--- config.mk ---
export PLATFORM = sky130hd
export DESIGN_NAME = gif_fixed_width_code_unpacker
export DESIGN_NICKNAME = d
export VERILOG_FILES = /design/src/rtl/gfu_pkg.sv /design/src/rtl/gif_fixed_width_code_unpacker.sv /design/src/rtl/gfu_front.sv /design/src/rtl/gfu_queue.sv /design/src/rtl/gfu_back.sv
export VERILOG_INCLUDE_DIRS = /design/src /design/src/rtl
export SDC_FILE = /design/constraint.sdc
export NUM_CORES = 1
export LEC_CHECK = 0
export ABC_AREA = 1
export BUFFER_PORTS_ARGS = -buffer_cell sky130_fd_sc_hd__buf_2
export CAP_MARGIN = 25
export CORE_MARGIN = 2
export CORE_UTILIZATION = 50
export DETAILED_ROUTE_END_ITERATION = 8
export PLACE_DENSITY = 0.7
export REMOVE_ABC_BUFFERS = 1
export SYNTH_ARGS = -nofsm -noshare
export SYNTH_HDL_FRONTEND = slang
export SYNTH_SLANG_ARGS = --single-unit
--- constraint.sdc ---
create_clock -name clk -period 5.94 [get_ports clk]
set_clock_uncertainty 0.2 [all_clocks]
set_input_delay 1.188 -clock clk [delete_from_list [all_inputs] [get_ports clk]]
set_output_delay 1.188 -clock clk [all_outputs]
set_load 0.005 [all_outputs]
--- src/rtl/gif_fixed_width_code_unpacker_defines.svh ---
// Assertion helpers used by the unpacker queue RTL.
`ifndef GIF_FIXED_WIDTH_CODE_UNPACKER_DEFINES_SVH
`define GIF_FIXED_WIDTH_CODE_UNPACKER_DEFINES_SVH

// Same-cycle implication.
`define GFU_ASSERT_NOW(lbl, clk_s, rst_s, ante, cons) \
  lbl: assert property (@(posedge clk_s) disable iff (rst_s) (ante) |-> (cons)) \
    else $error("gfu: same-cycle check failed");

// Next-cycle implication.
`define GFU_ASSERT_NEXT(lbl, clk_s, rst_s, ante, cons) \
  lbl: assert property (@(posedge clk_s) disable iff (rst_s) (ante) |=> (cons)) \
    else $error("gfu: next-cycle check failed");

`endif

--- src/rtl/gfu_pkg.sv ---
package gfu_pkg;

  localparam logic [1:0] PH_CODE_SIZE = 2'd0;
  localparam logic [1:0] PH_BLOCK_LEN = 2'd1;
  localparam logic [1:0] PH_DATA      = 2'd2;

  localparam int unsigned NUM_CODES = 3;

  localparam logic RK_PIXEL = 1'b0;
  localparam logic RK_END   = 1'b1;

  // One queued job: a terminator, or up to three pixel indexes from one byte.
  typedef struct packed {
    logic                       term;
    logic [1:0]                 count;
    logic [NUM_CODES-1:0][7:0]  index;
  } entry_t;

  typedef struct packed {
    logic   valid;
    entry_t entry;
  } q_push_t;

  typedef struct packed {
    logic   valid;
    entry_t entry;
  } q_head_t;

endpackage

--- src/rtl/gif_fixed_width_code_unpacker.sv ---
// Channel   Signals                                          Dir  Transfer
// data      data_valid, data_ready, data_byte[7:0]           in   valid & ready
// cfg       cfg_valid, cfg_ready, cfg_data[15:0]             in   valid & ready
// result    result_valid, result_ready, result_kind,         out  valid & ready
//           pixel_index, pixel_row, pixel_column, last_of_run
//
// Bytes are taken one per cycle while the job queue has room; the front end
// parses and cuts codes in the cycle of acceptance.
// The back end emits one result per cycle unless stalled by result_ready; a
// byte giving k pixels holds the queue head for k results, each registered.
// Reset is synchronous and clears parse state, queue and counters; image
// width resets to 1. Either side may stall independently across the queue.
module gif_fixed_width_code_unpacker #(
  parameter int unsigned QUEUE_DEPTH = 4
) (
  input  logic        clk,
  input  logic        rst,
  input  logic        data_valid,
  output logic        data_ready,
  input  logic [7:0]  data_byte,
  input  logic        cfg_valid,
  output logic        cfg_ready,
  input  logic [15:0] cfg_data,
  output logic        result_valid,
  input  logic        result_ready,
  output logic        result_kind,
  output logic [7:0]  pixel_index,
  output logic [15:0] pixel_row,
  output logic [15:0] pixel_column,
  output logic        last_of_run
);

  logic [15:0]      image_width;
  gfu_pkg::q_push_t push;
  gfu_pkg::q_head_t head;
  logic             q_full;
  logic             pop;

  assign cfg_ready = 1'b1;

  always_ff @(posedge clk) begin
    if (rst) begin
      image_width <= 16'd1;
    end else if (cfg_valid) begin
      image_width <= cfg_data;
    end
  end

  gfu_front u_front (
    .clk        (clk),
    .rst        (rst),
    .data_valid (data_valid),
    .data_ready (data_ready),
    .data_byte  (data_byte),
    .q_full     (q_full),
    .push       (push)
  );

  gfu_queue #(
    .DEPTH (QUEUE_DEPTH)
  ) u_queue (
    .clk  (clk),
    .rst  (rst),
    .push (push),
    .full (q_full),
    .head (head),
    .pop  (pop)
  );

  gfu_back u_back (
    .clk          (clk),
    .rst          (rst),
    .image_width  (image_width),
    .head         (head),
    .pop          (pop),
    .result_valid (result_valid),
    .result_ready (result_ready),
    .result_kind  (result_kind),
    .pixel_index  (pixel_index),
    .pixel_row    (pixel_row),
    .pixel_column (pixel_column),
    .last_of_run  (last_of_run)
  );

endmodule

--- src/rtl/gfu_front.sv ---
module gfu_front (
  input  logic            clk,
  input  logic            rst,
  input  logic            data_valid,
  output logic            data_ready,
  input  logic [7:0]      data_byte,
  input  logic            q_full,
  output gfu_pkg::q_push_t push
);

  logic [1:0] phase;
  logic [3:0] code_width;
  logic [7:0] bytes_left;
  logic [7:0] pend_bits;
  logic [3:0] pend_count;

  logic        accept;
  logic [15:0] acc;
  logic [4:0]  have;
  logic [4:0]  w1, w2, w3;
  logic [9:0]  mask;
  logic [2:0][8:0] code;
  logic [2:0]  got;
  logic [2:0]  keep;
  logic [4:0]  used;
  logic [15:0] rest;
  logic [1:0]  n_keep;
  logic [2:0][7:0] packed_idx;
  logic [3:0]  clamp;
  logic [7:0]  bytes_left_next;

  assign data_ready = !q_full;
  assign accept     = data_valid && data_ready;

  assign acc  = {8'd0, pend_bits} | ({8'd0, data_byte} << pend_count);
  assign have = {1'b0, pend_count} + 5'd8;
  assign w1   = {1'b0, code_width};
  assign w2   = w1 << 1;
  assign w3   = w2 + w1;
  assign mask = (10'd1 << code_width) - 10'd1;

  assign got[0] = (have >= w1);
  assign got[1] = (have >= w2);
  assign got[2] = (have >= w3);

  assign code[0] = acc[8:0] & mask[8:0];
  assign code[1] = 9'((acc >> w1)) & mask[8:0];
  assign code[2] = 9'((acc >> w2)) & mask[8:0];

  always_comb begin
    for (int i = 0; i < 3; i++) begin
      keep[i] = got[i] && !code[i][code_width - 4'd1];
    end
  end

  // pack kept indexes to the low slots
  always_comb begin
    n_keep     = 2'd0;
    packed_idx = '0;
    for (int i = 0; i < 3; i++) begin
      if (keep[i]) begin
        packed_idx[n_keep] = code[i][7:0];
        n_keep             = n_keep + 2'd1;
      end
    end
  end

  always_comb begin
    if (got[2]) begin
      used = w3;
    end else if (got[1]) begin
      used = w2;
    end else if (got[0]) begin
      used = w1;
    end else begin
      used = 5'd0;
    end
  end

  assign rest            = acc >> used;
  assign bytes_left_next = bytes_left - 8'd1;

  always_comb begin
    if (data_byte < 8'd2) begin
      clamp = 4'd2;
    end else if (data_byte > 8'd8) begin
      clamp = 4'd8;
    end else begin
      clamp = data_byte[3:0];
    end
  end

  always_comb begin
    push.valid       = 1'b0;
    push.entry.term  = 1'b0;
    push.entry.count = n_keep;
    push.entry.index = packed_idx;
    if (accept) begin
      case (phase)
        gfu_pkg::PH_BLOCK_LEN: begin
          if (data_byte == 8'd0) begin
            push.valid       = 1'b1;
            push.entry.term  = 1'b1;
            push.entry.count = 2'd0;
          end
        end
        gfu_pkg::PH_DATA: begin
          push.valid = (n_keep != 2'd0);
        end
        default: begin
          push.valid = 1'b0;
        end
      endcase
    end
  end

  always_ff @(posedge clk) begin
    if (rst) begin
      phase      <= gfu_pkg::PH_CODE_SIZE;
      code_width <= 4'd3;
      bytes_left <= 8'd0;
      pend_bits  <= 8'd0;
      pend_count <= 4'd0;
    end else if (accept) begin
      case (phase)
        gfu_pkg::PH_BLOCK_LEN: begin
          if (data_byte == 8'd0) begin
            phase      <= gfu_pkg::PH_CODE_SIZE;
            pend_bits  <= 8'd0;
            pend_count <= 4'd0;
          end else begin
            bytes_left <= data_byte;
            phase      <= gfu_pkg::PH_DATA;
          end
        end
        gfu_pkg::PH_DATA: begin
          pend_bits  <= rest[7:0];
          pend_count <= 4'(have - used);
          bytes_left <= bytes_left_next;
          if (bytes_left_next == 8'd0) begin
            phase <= gfu_pkg::PH_BLOCK_LEN;
          end
        end
        default: begin
          code_width <= clamp + 4'd1;
          pend_bits  <= 8'd0;
          pend_count <= 4'd0;
          bytes_left <= 8'd0;
          phase      <= gfu_pkg::PH_BLOCK_LEN;
        end
      endcase
    end
  end

endmodule

--- src/rtl/gfu_queue.sv ---
`include "gif_fixed_width_code_unpacker_defines.svh"

module gfu_queue #(
  parameter int unsigned DEPTH = 4
) (
  input  logic             clk,
  input  logic             rst,
  input  gfu_pkg::q_push_t push,
  output logic             full,
  output gfu_pkg::q_head_t head,
  input  logic             pop
);

  localparam int unsigned PTR_W = (DEPTH > 1) ? $clog2(DEPTH) : 1;
  localparam int unsigned CNT_W = $clog2(DEPTH + 1);
  localparam logic [PTR_W-1:0] LAST = PTR_W'(DEPTH - 1);

  gfu_pkg::entry_t slots [DEPTH];
  logic [PTR_W-1:0] wr_ptr;
  logic [PTR_W-1:0] rd_ptr;
  logic [CNT_W-1:0] count;
  logic             do_push;

  assign full       = (count == CNT_W'(DEPTH));
  assign do_push    = push.valid && !full;
  assign head.valid = (count != '0);
  assign head.entry = slots[rd_ptr];

  always_ff @(posedge clk) begin
    if (do_push) begin
      slots[wr_ptr] <= push.entry;
    end
  end

  always_ff @(posedge clk) begin
    if (rst) begin
      wr_ptr <= '0;
      rd_ptr <= '0;
      count  <= '0;
    end else begin
      if (do_push) begin
        wr_ptr <= (wr_ptr == LAST) ? '0 : wr_ptr + 1'b1;
      end
      if (pop) begin
        rd_ptr <= (rd_ptr == LAST) ? '0 : rd_ptr + 1'b1;
      end
      if (do_push && !pop) begin
        count <= count + 1'b1;
      end else if (!do_push && pop) begin
        count <= count - 1'b1;
      end
    end
  end

  `GFU_ASSERT_NOW(a_no_push_when_full, clk, rst, push.valid, !full)
  `GFU_ASSERT_NOW(a_no_pop_when_empty, clk, rst, pop, head.valid)
  `GFU_ASSERT_NEXT(a_count_grows, clk, rst, do_push && !pop, count == $past(count) + 1'b1)

endmodule

--- src/rtl/gfu_back.sv ---
module gfu_back (
  input  logic             clk,
  input  logic             rst,
  input  logic [15:0]      image_width,
  input  gfu_pkg::q_head_t head,
  output logic             pop,
  output logic             result_valid,
  input  logic             result_ready,
  output logic             result_kind,
  output logic [7:0]       pixel_index,
  output logic [15:0]      pixel_row,
  output logic [15:0]      pixel_column,
  output logic             last_of_run
);

  logic [1:0]  sub;
  logic [15:0] row;
  logic [15:0] col;

  logic        take;
  logic        wrap;
  logic [15:0] row_use;
  logic [15:0] col_use;
  logic        last_pix;

  assign take = head.valid && (!result_valid || result_ready);

  // zero width behaves as width one
  assign wrap    = (col >= image_width) && !(image_width == 16'd0 && col == 16'd0);
  assign row_use = wrap ? ((row == 16'hFFFF) ? row : row + 16'd1) : row;
  assign col_use = wrap ? 16'd0 : col;
  assign last_pix = (sub == head.entry.count - 2'd1);

  assign pop = take && (head.entry.term || last_pix);

  always_ff @(posedge clk) begin
    if (rst) begin
      result_valid <= 1'b0;
      sub          <= 2'd0;
      row          <= 16'd0;
      col          <= 16'd0;
    end else if (take) begin
      result_valid <= 1'b1;
      if (head.entry.term) begin
        row <= 16'd0;
        col <= 16'd0;
        sub <= 2'd0;
      end else begin
        row <= row_use;
        col <= col_use + 16'd1;
        sub <= last_pix ? 2'd0 : sub + 2'd1;
      end
    end else if (result_ready) begin
      result_valid <= 1'b0;
    end
  end

  always_ff @(posedge clk) begin
    if (take) begin
      if (head.entry.term) begin
        result_kind  <= gfu_pkg::RK_END;
        pixel_index  <= 8'd0;
        pixel_row    <= 16'd0;
        pixel_column <= 16'd0;
        last_of_run  <= 1'b1;
      end else begin
        result_kind  <= gfu_pkg::RK_PIXEL;
        pixel_index  <= head.entry.index[sub];
        pixel_row    <= row_use;
        pixel_column <= col_use;
        last_of_run  <= last_pix;
      end
    end
  end

endmodule
==> implementation parameters <==
Parameter                              Value

Pwr
  Clock share of power    0.183
  NetSw    about 4000 uW
  Total power per unit cell area    approximately 560 nW/um^2
  Leakage power of the design    between 0.006 and 0.007 uW
  Peak supply drop    ~0.4 mV
  Overall power after layout    roughly 8700 uW
  P_int    ~4600 uW
  Sequential share of power    0.278
  Logic pwr share    0.539
  Switching share of power    0.469

STA
  Setup repair after global routing missed its margin    no
  Count of endpoints failing setup in the final report    0
  Final critical-path required period    between 5000 and 6000 ps
  Slew HR    0.325
  Pins over their slew limit    0
  Achievable Freq    190 MHz
  Final cycle utilization of the critical path    0.887
  Worst Max-Slew Pin Slew    between 1000 and 1500 ps
  Final Hold Violating Endpoints    0

Worst setup path
  Worst setup EP type    flip-flop
  Maximum cell stage delay along the critical path    about 640 ps
  Arrival @ worst endpoint    5500 ps
  Worst Setup Start Kind    flip-flop
  Crit-path slowest cell    dfxtp_1
  Largest fanout on the critical path    23
  Required time reported for the critical path endpoint    roughly 6200 ps
  Critical setup path kind    flip-flop to flip-flop

Cells and area
  Share of cells above drive strength 1    0.103
  Multi-input combinational cell area    ~6800 sq um
  Layout-stage area growth over the synthesis result    11.1%
  Layout fillers    2606
  Commonest non-fill, non-tap cell in the layout    nand2_1
  Inserted Diodes    0
  Fin util    0.564
  Most frequent cells in the layout    nand2_1, inv_1, nor2_1, o21ai_0, nand3_1
  Net count reported at finish    about 2000
  Footprint of the flip-flops and latches    a little over 6000 sq um

Clocking
  TritonCTS sink count    236
  Clock Root Buffer    clkbuf_16
  Number of buffers inserted during clock tree synthesis    27
  Clk slew on worst S/H paths    60 ps
  Clock latency on the worst-skew pair    between 500 and 600 ps
  Number of H-tree branching levels    1
  Post-CTS setup buffer count    0
  Number of hold buffers added after CTS    0
  Post-cts gate resize count    0
  Maximum root-to-sink buffer count    3
  Clock tree from TritonCTS    done

Global route
  Overall global routing resource usage    0.256
  Vias in the first global route    between 10000 and 15000
  Number of antenna violations at the first check in global routing    0
  Global route overflow    0
  Global-route wire length before repair    between 60000 and 70000 microns
  Largest net degree at the start of global routing    73

Synth
  Post-synth design cell area    roughly 14000 sq um
  Top area cells in the synthesized netlist    edfxtp_1, dfxtp_1, nand2_1, o21ai_0, nand3_1
  Synth Instances    around 1800
  Average cell area after synthesis    between 7 and 8 sq um
  Cell taking the most area after synthesis    edfxtp_1
  Cell variety after synth    between 50 and 60
  Synth async-reset ratio    0
  Most frequently used flop master after synthesis    edfxtp_1
  Count of warnings emitted by yosys    0
  Number of flip-flops and latches in the synthesized netlist    around 240
  Synth top area share    0.320
  Number of synthesized flops with an enable pin    150
  Sequential-to-total area share from yosys stat    0.443

Die
  Number of rows in the core area    61
  Height of the chip    approximately 170 microns
  Die width    172 microns
  Boundary Pins    74
  Initial Utilization    0.508
  Die Footprint    approximately 30000 sq um
  Area of the placeable core    roughly 28000 sq um

Drt
  Post-detailed-route via-to-cell ratio    ~5.6
  Vias post-DR    12600
  Number of iterations in the first detailed-routing pass    6
  DRT antenna net count    0
  Remaining design rule violation count    0
  Drt first-iter violations    around 1100
  Post-detailed-routing wire length    approximately 37000 microns
  Wire length per cell    around 17 microns

Flow run
  Number of max-cap violations    0

Placement
  IO Port Bufs    a little over 70
  Detailed placement HPWL    between 20000 and 30000 microns
  RD Place Congestion    0.977

Worst hold path
  Class of the worst hold path    flip-flop to flip-flop

Status
  Result of the run    complete, no violations
power groups by stage:
stage | Clock, uW | Combinational (uW) | Sequential (uW)
6_report | 1590 | 4690 | 2420
5_1_grt | 1690 | 5280 | 2460
4_1_cts | 1630 | 4640 | 2430
3_5_place_dp | 0 | 4620 | 2460
3_3_place_gp | 0 | 4550 | 2450
2_1_floorplan | 0 | 3090 | 2540
worst paths after layout:
path                                             from                   end  slack [ps]  cells after the start
worst max-delay path            u_front.code_width[2]      u_queue.count[1]         670                     28
worst min-delay path             u_front.pend_bits[7]  u_front.pend_bits[7]         270                      2
worst max register to register  u_front.code_width[2]      u_queue.count[1]         670                     28
worst min register to register   u_front.pend_bits[7]  u_front.pend_bits[7]         270                      2
cell usage after synthesis (all sizes together) (2+ instances only):
master / number
a21oi: 131
a31oi: 6
a32oi: 2
and2: 3
buf: 26
clkbuf: 51
clkinv: 6
dfxtp: 86
edfxtp: 150
fa: 3
ha: 61
inv: 190
nand2: 398
nand3: 161
nand3b: 7
nand4: 30
nor2: 178
nor3: 13
nor4: 11
o2111ai: 3
o211a: 2
o211ai: 19
o21a: 2
o21ai: 182
o221ai: 14
o22ai: 23
o31ai: 3
or2: 7
xnor2: 5
xor2: 17
critical path: cells and delay by family, from the launching register on:
family / cells / cell delay (ps)
AO/OA/AOI/OAI: 6 / 840
AND/OR/NAND/NOR: 15 / 1970
buffers and inverters: 4 / 600
flip-flops: 1 / 640
adder cells (fa/ha/maj): 3 / 900
routing by layer:
| metal | up-vias | share of wire | global-route usage | wire length (microns) |
|---|---|---|---|---|
| met4 | 0 | 0.037 | 0.0995 | 1400 |
| met3 | 91 | 0.061 | 0.0308 | 2270 |
| met5 | - | 0 | 0 | 0 |
| met1 | 5785 | 0.43 | 0.339 | 16200 |
| met2 | 458 | 0.47 | 0.427 | 17600 |
| li1 | 6249 | - | - | - |
metrics by stage:
| step | instance area (sq um) | hold slack, ps | instances | setup WS (ps) | TNS, ps |
|---|---|---|---|---|---|
| 6_report | 15600 | 265 | 2250 | 674 | 0 |
| 3_5_place_dp | 14800 | 260 | 2200 | 340 | 0 |
| 3_3_place_gp | 14800 | 254 | 2200 | 383 | 0 |
| 5_1_grt | 15600 | 298 | 2250 | 235 | 0 |
| 2_1_floorplan | 13700 | 239 | 1725 | -1310 | -22280 |
| 4_1_cts | 15600 | 268 | 2250 | 736 | 0 |
cell type report:
cell class / count / area share
multi-input cells: 1293 / 0.434
flip-flops and latches: 236 / 0.398
clock buffers: 38 / 0.0478
inverters: 196 / 0.0472
repair buffers: 97 / 0.0351
well taps: 378 / 0.0303
clock inverters: 12 / 0.00713
kinds of logic after synthesis:
family | count (synthesis) | share of synthesized area
AOI/OAI and AO/OA | 395 | 0.156
xor gates and xnor gates | 22 | 0.0137
adders and majority gates | 64 | 0.0586
buffers and inverters | 273 | 0.0770
DFF | 236 | 0.443
muxes | 1 | 0.000712
other | 1 | 0.000267
and+or+nand+nor | 810 | 0.251
sequential cells by signal (all words and copies together), names as in the netlist, named ones only:
register and flops:
u_back.last_of_run 1, u_front.code_width 4, u_back.col 16, u_back.row 16
u_queue.slots 108, u_front.bytes_left 8, u_front.pend_bits 8, u_back.result_kind 1
u_back.pixel_column 16, u_front.pend_count 4, u_queue.count 3, u_front.phase 2
u_back.pixel_row 16, u_queue.wr_ptr 2, u_queue.rd_ptr 2, image_width 16
u_back.pixel_index 8, u_back.sub 2, u_back.result_valid 1
No activity file was read; power rests on OpenSTA's default activity.
